<file path="src/design/iee_pkg.sv">
// Shared types and constants of the infix expression evaluator.
package iee_pkg;

    // ASCII characters that the parser recognizes
    localparam logic [7:0] CHR_STAR  = 8'h2A;
    localparam logic [7:0] CHR_PLUS  = 8'h2B;
    localparam logic [7:0] CHR_OPEN  = 8'h28;
    localparam logic [7:0] CHR_CLOSE = 8'h29;
    localparam logic [7:0] CHR_ZERO  = 8'h30;
    localparam logic [7:0] CHR_NINE  = 8'h39;

    localparam int VALUE_W  = 64;
    localparam int STATUS_W = 2;
    localparam int OPCODE_W = 2;
    localparam int HALF_W   = 32;

    // Operator stack entry codes
    typedef enum logic [OPCODE_W-1:0] {
        OP_NONE  = 2'd0,
        OP_PLUS  = 2'd1,
        OP_STAR  = 2'd2,
        OP_PAREN = 2'd3
    } opcode_t;

    // Result status codes
    localparam logic [STATUS_W-1:0] ERR_NONE      = 2'd0;
    localparam logic [STATUS_W-1:0] ERR_DEPTH     = 2'd1;
    localparam logic [STATUS_W-1:0] ERR_MALFORMED = 2'd2;

    // Sequencer states
    typedef enum logic [3:0] {
        S_IDLE,
        S_DECODE,
        S_STAR,
        S_CLOSE,
        S_RELOAD,
        S_POP,
        S_OPND,
        S_ALU,
        S_FLUSH
    } state_t;

    // Request to the shared arithmetic unit
    typedef struct packed {
        logic start;
        logic mul;
    } alu_req_t;

endpackage

</file>
<file path="src/design/iee_ram.sv">
// Generic single-write, single-read RAM with registered read data.
module iee_ram #(
    parameter int WIDTH = 64,
    parameter int DEPTH = 16
) (
    input  logic                     clk,
    input  logic                     we,
    input  logic [$clog2(DEPTH)-1:0] waddr,
    input  logic [WIDTH-1:0]         wdata,
    input  logic [$clog2(DEPTH)-1:0] raddr,
    output logic [WIDTH-1:0]         rdata
);
    logic [WIDTH-1:0] mem [DEPTH];

    // Write port and registered read port
    always_ff @(posedge clk)
    begin
        if (we)
        begin
            mem[waddr] <= wdata;
        end
        rdata <= mem[raddr];
    end
endmodule

</file>
<file path="src/design/iee_alu.sv">
// Shared add / multiply unit: registered add, 64-bit wrapping multiply on one 32x32 multiplier.
module iee_alu (
    input  logic                           clk,
    input  logic                           rst_n,
    input  iee_pkg::alu_req_t              req,
    input  logic [iee_pkg::VALUE_W-1:0]    a,
    input  logic [iee_pkg::VALUE_W-1:0]    b,
    output logic                           done,
    output logic [iee_pkg::VALUE_W-1:0]    result
);
    import iee_pkg::*;

    logic               busy_reg, busy_next;
    logic [1:0]         cnt_reg, cnt_next;
    logic               done_reg, done_next;
    logic [VALUE_W-1:0] a_reg, a_next;
    logic [VALUE_W-1:0] b_reg, b_next;
    logic [VALUE_W-1:0] acc_reg, acc_next;
    logic [VALUE_W-1:0] prod_reg, prod_next;
    logic [HALF_W-1:0]  mul_a, mul_b;
    logic [VALUE_W-1:0] prod_w;
    logic [VALUE_W-1:0] prod_hi;

    // Operand halves for each partial product: lo*lo, hi*lo, lo*hi
    always_comb
    begin
        case (cnt_reg)
            2'd0:
            begin
                mul_a = a_reg[HALF_W-1:0];
                mul_b = b_reg[HALF_W-1:0];
            end
            2'd1:
            begin
                mul_a = a_reg[VALUE_W-1:HALF_W];
                mul_b = b_reg[HALF_W-1:0];
            end
            default:
            begin
                mul_a = a_reg[HALF_W-1:0];
                mul_b = b_reg[VALUE_W-1:HALF_W];
            end
        endcase
    end

    assign prod_w  = VALUE_W'(mul_a) * VALUE_W'(mul_b);
    assign prod_hi = {prod_reg[HALF_W-1:0], {HALF_W{1'b0}}};

    // Step control
    always_comb
    begin
        busy_next = busy_reg;
        cnt_next  = cnt_reg;
        done_next = 1'b0;
        a_next    = a_reg;
        b_next    = b_reg;
        acc_next  = acc_reg;
        prod_next = prod_reg;
        if (busy_reg)
        begin
            cnt_next = cnt_reg + 2'd1;
            case (cnt_reg)
                2'd0:
                begin
                    prod_next = prod_w;
                end
                2'd1:
                begin
                    acc_next  = prod_reg;
                    prod_next = prod_w;
                end
                2'd2:
                begin
                    acc_next  = acc_reg + prod_hi;
                    prod_next = prod_w;
                end
                default:
                begin
                    acc_next  = acc_reg + prod_hi;
                    done_next = 1'b1;
                    busy_next = 1'b0;
                end
            endcase
        end
        else if (req.start)
        begin
            a_next = a;
            b_next = b;
            if (req.mul)
            begin
                busy_next = 1'b1;
                cnt_next  = 2'd0;
            end
            else
            begin
                acc_next  = a + b;
                done_next = 1'b1;
            end
        end
    end

    always_ff @(posedge clk or negedge rst_n)
    begin
        if (!rst_n)
        begin
            busy_reg <= 1'b0;
            cnt_reg  <= 2'd0;
            done_reg <= 1'b0;
        end
        else
        begin
            busy_reg <= busy_next;
            cnt_reg  <= cnt_next;
            done_reg <= done_next;
        end
    end

    always_ff @(posedge clk)
    begin
        a_reg    <= a_next;
        b_reg    <= b_next;
        acc_reg  <= acc_next;
        prod_reg <= prod_next;
    end

    assign done   = done_reg;
    assign result = acc_reg;
endmodule

</file>
<file path="src/design/infix_expression_evaluator.sv">
// Infix expression evaluator: shunting-yard parser fused with stack evaluation.
//
//   Channel  | Direction | Payload
//   ---------+-----------+---------------------------------------------------
//   s_axis   | in        | tdata[7:0] symbol, tlast last_symbol
//   m_axis   | out       | tdata[63:0] value, tuser[1:0] status
//
// Steps: a digit, '+', '(' or an ignored character is taken in S_IDLE and handled in
// S_DECODE; a '*' also passes S_STAR, and a ')' passes S_CLOSE and, when it meets its
// '(' at once, S_RELOAD. Each operator popped from the stack passes S_POP, S_OPND
// (operand fetch), S_ALU (the shared arithmetic unit) and the recheck of the stack top;
// the multiply runs three 32x32 partial products on one multiplier. ')', '*' and the
// final flush repeat that pop as often as needed; the last character adds a flush step.
// Reset clears counts and error state; stack contents are not cleared.
// A pending result waits in the output register; the final flush stalls only if a
// new result is ready while the previous one has not been taken.
module infix_expression_evaluator #(
    parameter int STACK_DEPTH = 16
) (
    input  logic                          clk,
    input  logic                          rst_n,
    input  logic                          s_axis_tvalid,
    output logic                          s_axis_tready,
    input  logic [7:0]                    s_axis_tdata,  // [7:0] symbol
    input  logic                          s_axis_tlast,
    output logic                          m_axis_tvalid,
    input  logic                          m_axis_tready,
    output logic [iee_pkg::VALUE_W-1:0]   m_axis_tdata,  // [63:0] value
    output logic [iee_pkg::STATUS_W-1:0]  m_axis_tuser   // [1:0] status
);
    import iee_pkg::*;

    localparam int AW = $clog2(STACK_DEPTH);
    localparam int CW = $clog2(STACK_DEPTH + 1);
    localparam logic [CW-1:0] FULL = CW'(STACK_DEPTH);

    state_t               state_reg, state_next;
    state_t               ret_reg, ret_next;
    logic [7:0]           sym_reg, sym_next;
    logic                 last_reg, last_next;
    logic [CW-1:0]        oc_reg, oc_next;
    logic [CW-1:0]        vc_reg, vc_next;
    logic [STATUS_W-1:0]  err_reg, err_next;
    opcode_t              top_op_reg, top_op_next;
    logic [VALUE_W-1:0]   tos_reg, tos_next;
    logic                 out_valid_reg, out_valid_next;
    logic [VALUE_W-1:0]   out_value_reg, out_value_next;
    logic [STATUS_W-1:0]  out_status_reg, out_status_next;

    // Stack memory ports
    logic                 vram_we;
    logic [AW-1:0]        vram_waddr, vram_raddr;
    logic [VALUE_W-1:0]   vram_wdata, vram_rdata;
    logic                 oram_we;
    logic [AW-1:0]        oram_waddr, oram_raddr;
    logic [OPCODE_W-1:0]  oram_wdata, oram_rdata;

    // Arithmetic unit
    alu_req_t             alu_req;
    logic                 alu_done;
    logic [VALUE_W-1:0]   alu_result;

    // Helpers
    logic                 is_digit;
    logic [VALUE_W-1:0]   digit_val;
    logic [CW-1:0]        oc_m2, vc_m2;
    logic                 do_push;
    opcode_t              push_code;
    state_t               after_state;

    assign is_digit    = (sym_reg >= CHR_ZERO) && (sym_reg <= CHR_NINE);
    assign digit_val   = VALUE_W'(sym_reg - CHR_ZERO);
    assign oc_m2       = oc_reg - CW'(2);
    assign vc_m2       = vc_reg - CW'(2);
    assign after_state = last_reg ? S_FLUSH : S_IDLE;

    iee_ram #(
        .WIDTH (VALUE_W),
        .DEPTH (STACK_DEPTH)
    ) u_value_ram (
        .clk   (clk),
        .we    (vram_we),
        .waddr (vram_waddr),
        .wdata (vram_wdata),
        .raddr (vram_raddr),
        .rdata (vram_rdata)
    );

    iee_ram #(
        .WIDTH (OPCODE_W),
        .DEPTH (STACK_DEPTH)
    ) u_op_ram (
        .clk   (clk),
        .we    (oram_we),
        .waddr (oram_waddr),
        .wdata (oram_wdata),
        .raddr (oram_raddr),
        .rdata (oram_rdata)
    );

    iee_alu u_alu (
        .clk    (clk),
        .rst_n  (rst_n),
        .req    (alu_req),
        .a      (tos_reg),
        .b      (vram_rdata),
        .done   (alu_done),
        .result (alu_result)
    );

    // Sequencer: next state and datapath control
    always_comb
    begin
        state_next      = state_reg;
        ret_next        = ret_reg;
        sym_next        = sym_reg;
        last_next       = last_reg;
        oc_next         = oc_reg;
        vc_next         = vc_reg;
        err_next        = err_reg;
        top_op_next     = top_op_reg;
        tos_next        = tos_reg;
        out_valid_next  = out_valid_reg && !m_axis_tready;
        out_value_next  = out_value_reg;
        out_status_next = out_status_reg;
        vram_we         = 1'b0;
        vram_waddr      = vc_reg[AW-1:0];
        vram_wdata      = digit_val;
        vram_raddr      = vc_m2[AW-1:0];
        oram_we         = 1'b0;
        oram_waddr      = oc_reg[AW-1:0];
        oram_raddr      = oc_m2[AW-1:0];
        alu_req         = '0;
        do_push         = 1'b0;
        push_code       = OP_PLUS;

        case (state_reg)
            S_IDLE:
            begin
                if (s_axis_tvalid)
                begin
                    sym_next   = s_axis_tdata;
                    last_next  = s_axis_tlast;
                    state_next = S_DECODE;
                end
            end
            S_DECODE:
            begin
                state_next = after_state;
                if (err_reg == ERR_NONE)
                begin
                    if (is_digit)
                    begin
                        if (vc_reg == FULL)
                        begin
                            err_next = ERR_DEPTH;
                        end
                        else
                        begin
                            vram_we  = 1'b1;
                            tos_next = digit_val;
                            vc_next  = vc_reg + CW'(1);
                        end
                    end
                    else if (sym_reg == CHR_PLUS)
                    begin
                        do_push   = 1'b1;
                        push_code = OP_PLUS;
                    end
                    else if (sym_reg == CHR_OPEN)
                    begin
                        do_push   = 1'b1;
                        push_code = OP_PAREN;
                    end
                    else if (sym_reg == CHR_STAR)
                    begin
                        state_next = S_STAR;
                    end
                    else if (sym_reg == CHR_CLOSE)
                    begin
                        state_next = S_CLOSE;
                    end
                end
            end
            S_STAR:
            begin
                // pop pending additions, then push the star
                if (err_reg == ERR_NONE && oc_reg != '0 && top_op_reg == OP_PLUS)
                begin
                    ret_next   = S_STAR;
                    state_next = S_POP;
                end
                else
                begin
                    do_push    = (err_reg == ERR_NONE);
                    push_code  = OP_STAR;
                    state_next = after_state;
                end
            end
            S_CLOSE:
            begin
                if (err_reg != ERR_NONE)
                begin
                    state_next = after_state;
                end
                else if (oc_reg == '0)
                begin
                    err_next   = ERR_MALFORMED;
                    state_next = after_state;
                end
                else if (top_op_reg == OP_PAREN)
                begin
                    // drop the parenthesis, fetch the entry below it
                    oc_next    = oc_reg - CW'(1);
                    state_next = S_RELOAD;
                end
                else
                begin
                    ret_next   = S_CLOSE;
                    state_next = S_POP;
                end
            end
            S_RELOAD:
            begin
                top_op_next = opcode_t'(oram_rdata);
                state_next  = after_state;
            end
            S_POP:
            begin
                // pop one operator; read new top and second value
                oc_next = oc_reg - CW'(1);
                if ((top_op_reg != OP_PLUS && top_op_reg != OP_STAR) || vc_reg < CW'(2))
                begin
                    err_next   = ERR_MALFORMED;
                    state_next = ret_reg;
                end
                else
                begin
                    state_next = S_OPND;
                end
            end
            S_OPND:
            begin
                alu_req.start = 1'b1;
                alu_req.mul   = (top_op_reg == OP_STAR);
                top_op_next   = opcode_t'(oram_rdata);
                state_next    = S_ALU;
            end
            S_ALU:
            begin
                if (alu_done)
                begin
                    tos_next   = alu_result;
                    vram_we    = 1'b1;
                    vram_waddr = vc_m2[AW-1:0];
                    vram_wdata = alu_result;
                    vc_next    = vc_reg - CW'(1);
                    state_next = ret_reg;
                end
            end
            S_FLUSH:
            begin
                if (err_reg == ERR_NONE && oc_reg != '0)
                begin
                    ret_next   = S_FLUSH;
                    state_next = S_POP;
                end
                else if (!out_valid_reg || m_axis_tready)
                begin
                    out_valid_next = 1'b1;
                    if (err_reg == ERR_NONE && vc_reg == '0)
                    begin
                        out_status_next = ERR_MALFORMED;
                    end
                    else
                    begin
                        out_status_next = err_reg;
                    end
                    out_value_next = (err_reg == ERR_NONE && vc_reg != '0) ? tos_reg : '0;
                    oc_next        = '0;
                    vc_next        = '0;
                    err_next       = ERR_NONE;
                    state_next     = S_IDLE;
                end
            end
            default:
            begin
                state_next = S_IDLE;
            end
        endcase

        // Operator push shared by '+', '(' and '*'
        if (do_push)
        begin
            if (oc_reg == FULL)
            begin
                err_next = ERR_DEPTH;
            end
            else
            begin
                oram_we     = 1'b1;
                top_op_next = push_code;
                oc_next     = oc_reg + CW'(1);
            end
        end
        oram_wdata = push_code;
    end

    // Control registers
    always_ff @(posedge clk or negedge rst_n)
    begin
        if (!rst_n)
        begin
            state_reg     <= S_IDLE;
            ret_reg       <= S_IDLE;
            oc_reg        <= '0;
            vc_reg        <= '0;
            err_reg       <= ERR_NONE;
            out_valid_reg <= 1'b0;
        end
        else
        begin
            state_reg     <= state_next;
            ret_reg       <= ret_next;
            oc_reg        <= oc_next;
            vc_reg        <= vc_next;
            err_reg       <= err_next;
            out_valid_reg <= out_valid_next;
        end
    end

    // Payload registers
    always_ff @(posedge clk)
    begin
        sym_reg        <= sym_next;
        last_reg       <= last_next;
        top_op_reg     <= top_op_next;
        tos_reg        <= tos_next;
        out_value_reg  <= out_value_next;
        out_status_reg <= out_status_next;
    end

    assign s_axis_tready = (state_reg == S_IDLE);
    assign m_axis_tvalid = out_valid_reg;
    assign m_axis_tdata  = out_value_reg;
    assign m_axis_tuser  = out_status_reg;

`ifndef NO_ASSERTIONS
    // A failed expression reports a zero value
    a_err_zero: assert property (@(posedge clk) disable iff (!rst_n)
        m_axis_tvalid && m_axis_tuser != ERR_NONE |-> m_axis_tdata == '0)
        else $error("error result carries a nonzero value");

    // Status is never the unused code
    a_status_code: assert property (@(posedge clk) disable iff (!rst_n)
        m_axis_tvalid |-> m_axis_tuser == ERR_NONE || m_axis_tuser == ERR_DEPTH ||
                          m_axis_tuser == ERR_MALFORMED)
        else $error("invalid status code");

    // Arithmetic completion only arrives while the sequencer waits for it
    a_alu_done: assert property (@(posedge clk) disable iff (!rst_n)
        alu_done |-> state_reg == S_ALU)
        else $error("arithmetic result arrived outside the wait state");

    // Stack counts stay within the stack depth
    a_counts: assert property (@(posedge clk) disable iff (!rst_n)
        oc_reg <= FULL && vc_reg <= FULL)
        else $error("stack count beyond depth");
`endif
endmodule
</file>
<file path="config.mk">
export PLATFORM = sky130hd
export DESIGN_NAME = infix_expression_evaluator
export DESIGN_NICKNAME = d
export VERILOG_FILES = /design/src/design/iee_pkg.sv /design/src/design/iee_ram.sv /design/src/design/iee_alu.sv /design/src/design/infix_expression_evaluator.sv
export SDC_FILE = /design/constraint.sdc
export NUM_CORES = 2
export LEC_CHECK = 0
export ABC_AREA = 1
export BUFFER_PORTS_ARGS = -buffer_cell sky130_fd_sc_hd__clkbuf_2
export CAP_MARGIN = 5
export CORE_ASPECT_RATIO = 1.4
export CORE_MARGIN = 5
export CORE_UTILIZATION = 35
export CTS_CLUSTER_DIAMETER = 80
export DETAILED_ROUTE_END_ITERATION = 12
export SLEW_MARGIN = 10
export SYNTH_ARGS = -nofsm -noshare
export SYNTH_HDL_FRONTEND = slang
export SYNTH_SLANG_ARGS = --single-unit
</file>
<file path="constraint.sdc">
create_clock -name clk -period 13.2 [get_ports clk]
set_input_delay 1.32 -clock clk [delete_from_list [all_inputs] [get_ports clk]]
set_output_delay 1.32 -clock clk [all_outputs]
set_load 0.02 [all_outputs]
</file>
==> flow_summary_export.csv <==
group,metric,value,unit
finish,drive_gt1_share,6.54,%
sta,worst-slew-pin-transition,1260,ps
clock_network,htreeDepth,4,
placement,place_hpwl,272000,um
synth,synth_edf_count,1451,
clock_network,cts_setup_buffers,0,
die,fp.dieH,645,um
synth,synthDistinctLibCells,58,
global_routing,grt-ovfl-total,0,
drt,drtIter0Drc,6366,
synth,async_flop_share,1.56,%
synth,ys_warn_count,0,
setup_path,worstPathArrival,10650,ps
clock_network,cts-hold-fix-buffers,0,
drt,dr.pass1.iters,6,
synth,synth_cells,10300,
finish,largest_reg_flops,1024,
global_routing,grt.total_usage,23.9,%
setup_path,max_stage_delay,800,ps
sta,fin_worst_skew,95.8,ps
synth,synth_seq_cells,1543,
synth,ys_seq_area_share,45.2,%
drt,num_vias,75000,
sta,rsz0062_at_grt,"false",
clock_network,clk_pin_slew,70,ps
drt,totalWireLength,365000,um
synth,synth_top_flop_cell,"edfxtp_1",
drt,via_per_inst,5.28,
die,row_count,233,
die,io_pins,81,
setup_path,critPathMostFrequentCell,"fa_1",
sta,period_share,76.8,%
sta,slew_violations,0,
die,die_w,463,um
clock_network,cts_buffers,164,
synth,netlist_area,101000,um^2
sta,setup_viol,0,
global_routing,grt_pass1_wl,524000,um
clock_network,clockBufferDepth,4,
placement,place_congestion,1.04,
drt,routedWlPerCell,25.7,um
finish,area_growth,10.4,%
die,die_area,299000,um^2
global_routing,grt_max_degree,189,
outcome,outcome,"completed",
sta,relSlewSlack,16.3,%
setup_path,cp-end-kind,"flip-flop",
sta,fin_crit,10140,ps
setup_path,cp_num_buf_inv,7,
die,core-area,287000,um^2
setup_path,path_class,"flip-flop to flip-flop",
sta,finalHoldViolCount,0,
clock_network,ctsResizeCount,0,
global_routing,grt_pass1_vias,76700,
clock_network,cts_root_buf,"clkbuf_16",
setup_path,critPathRequiredTime,13700,ps
clock_network,clock-sinks,1543,
drt,drc_errors,0,
hold_path,min_path_type,"flip-flop to flip-flop",
clock_network,clock_latency,910,ps
die,start_util,35.1,%
placement,io_buffers,80,
drt,final_antenna_net_count,0,
synth,synth.avg_cell_area,9.78,um^2
setup_path,critPathMaxFanout,32,
finish,top_register,"u_value_ram.mem",
sta,fmax,98.6,MHz
sta,tns,0,ps
setup_path,start_kind,"flip-flop",
flow_run,cap_violations,0,
global_routing,antenna_found_initial,12,
clock_network,tritoncts,"done",
setup_path,critPathSlowestCell,"xor2_1",
setup_path,crit_family,"adder cells",
finish,fin_nets,11600,
synth,synthesis.nets,11600,
## cell usage after synthesis (5+ instances only)
master | n | share of area, %
o21ai_2 | 29 | 0.25
inv_1 | 1676 | 6.2
o221ai_1 | 182 | 1.6
or2_2 | 38 | 0.24
edfxtp_1 | 1451 | 43
buf_1 | 21 | 0.078
nand4_1 | 26 | 0.16
nand2_2 | 7 | 0.043
nand3b_1 | 5 | 0.037
nand3_1 | 253 | 1.3
fa_1 | 899 | 18
dfxtp_1 | 68 | 1.4
o21ai_0 | 813 | 4.0
o21bai_1 | 16 | 0.12
xor2_1 | 50 | 0.43
nor2_4 | 5 | 0.056
nor4_1 | 17 | 0.11
nor3_1 | 37 | 0.18
nand2_1 | 1769 | 6.6
nor2_1 | 1599 | 6.0
buf_2 | 89 | 0.44
o21ai_1 | 27 | 0.13
xnor2_1 | 21 | 0.18
ha_1 | 378 | 4.7
nor3_2 | 8 | 0.079
o22ai_1 | 84 | 0.52
inv_2 | 19 | 0.071
clkbuf_1 | 326 | 1.2
dfrtp_1 | 24 | 0.60
a21oi_1 | 207 | 1.0
clkinv_1 | 15 | 0.056
o211ai_1 | 87 | 0.65
## logic make-up (layout without fill, tap and decap cells)
kind of cell / count (synthesis) / in the layout / synth area share, %
flip-flops: 1543 / 1543 / 45.2
AO/OA/AOI/OAI: 1467 / 1467 / 8.51
XOR/XNOR: 71 / 71 / 0.617
buffers and inverters: 2153 / 2282 / 8.17
adder cells (fa/ha/maj): 1277 / 1277 / 22.6
other: 0 / 3 / 0
AND/OR/NAND/NOR: 3791 / 3791 / 14.9
## cells in the final DEF (no fill, tap or decap), types with 32 or more instances in the layout
| cell | n |
|---|---|
| a21oi_1 | 207 |
| buf_4 | 200 |
| clkbuf_1 | 32 |
| clkbuf_16 | 168 |
| clkbuf_2 | 80 |
| clkinv_1 | 36 |
| dfxtp_1 | 68 |
| edfxtp_1 | 1451 |
| fa_1 | 899 |
| ha_1 | 376 |
| inv_1 | 1672 |
| nand2_1 | 1768 |
| nand3_1 | 252 |
| nor2_1 | 1580 |
| nor3_1 | 37 |
| o211ai_1 | 87 |
| o21ai_0 | 778 |
| o21ai_1 | 50 |
| o21ai_2 | 38 |
| o221ai_1 | 182 |
| o22ai_1 | 84 |
| or2_2 | 38 |
| xor2_1 | 50 |
## final cells by class
type / count / area, um^2
fillers: 28300 / 176000
multi-input cells: 6606 / 47300
flip-flops and latches: 1543 / 45500
inverters: 1711 / 6450
well taps: 3760 / 4700
clock buffers: 207 / 4420
repair buffers: 284 / 1980
clock inverters: 80 / 843
diodes: 3 / 7.51
## final timing paths
| path | to | slack [ps] | cells after the start | from |
|---|---|---|---|---|
| max | u_alu.prod_reg[26] | 3060 | 26 | u_alu.cnt_reg[0] |
| min | u_alu.b_reg[2] | 460 | 0 | u_value_ram.rdata[2] |
| max reg2reg | u_alu.prod_reg[26] | 3060 | 26 | u_alu.cnt_reg[0] |
| min reg2reg | u_alu.b_reg[2] | 460 | 0 | u_value_ram.rdata[2] |
| max in group asynchronous | vc_reg[1] | 12100 | 1 | rst_n |
| min in group asynchronous | u_alu.busy_reg | 530 | 1 | rst_n |
## worst register-to-register path, stage by stage (launching register included)
cell,delay [ps]
dfrtp_1,440
inv_1,100
ha_1,240
nor2_4,80
buf_4,360
inv_2,410
or2_2,430
o21ai_2,470
inv_1,690
nand2_1,240
fa_1,470
fa_1,450
inv_1,90
fa_1,410
inv_1,80
fa_1,400
inv_1,80
fa_1,460
fa_1,490
fa_1,540
fa_1,440
ha_1,440
a21oi_1,270
o21ai_0,170
a21oi_1,340
nand3_1,390
xor2_1,800
## per-layer routing
metal  share of wire [%]  vias to the layer above  GRT usage (%)
li1                    -                    33300              -
met1                  35                    37800           26.5
met2                  51                     2881           42.7
met3                 5.6                     1003           2.88
met4                 8.6                        8           16.8
met5               0.017                        -              0
## through the flow
step | hold slack, ps | util (%) | setup WS, ps | std cells | area, um^2
floorplan | 412 | - | 4200 | 10300 | 101000
global placement | 479 | 36.9 | 3080 | 13900 | 106000
detailed placement | 489 | 36.9 | 3120 | 13900 | 106000
CTS | 448 | 38.7 | 3010 | 14200 | 111000
global route | 483 | 38.7 | 2850 | 14200 | 111000
finish | 462 | 38.7 | 3060 | 14200 | 111000
Power is left out: the tool's default activity adds up to more than one toggle a clock period on the data nets, which glitch-free logic cannot reach.
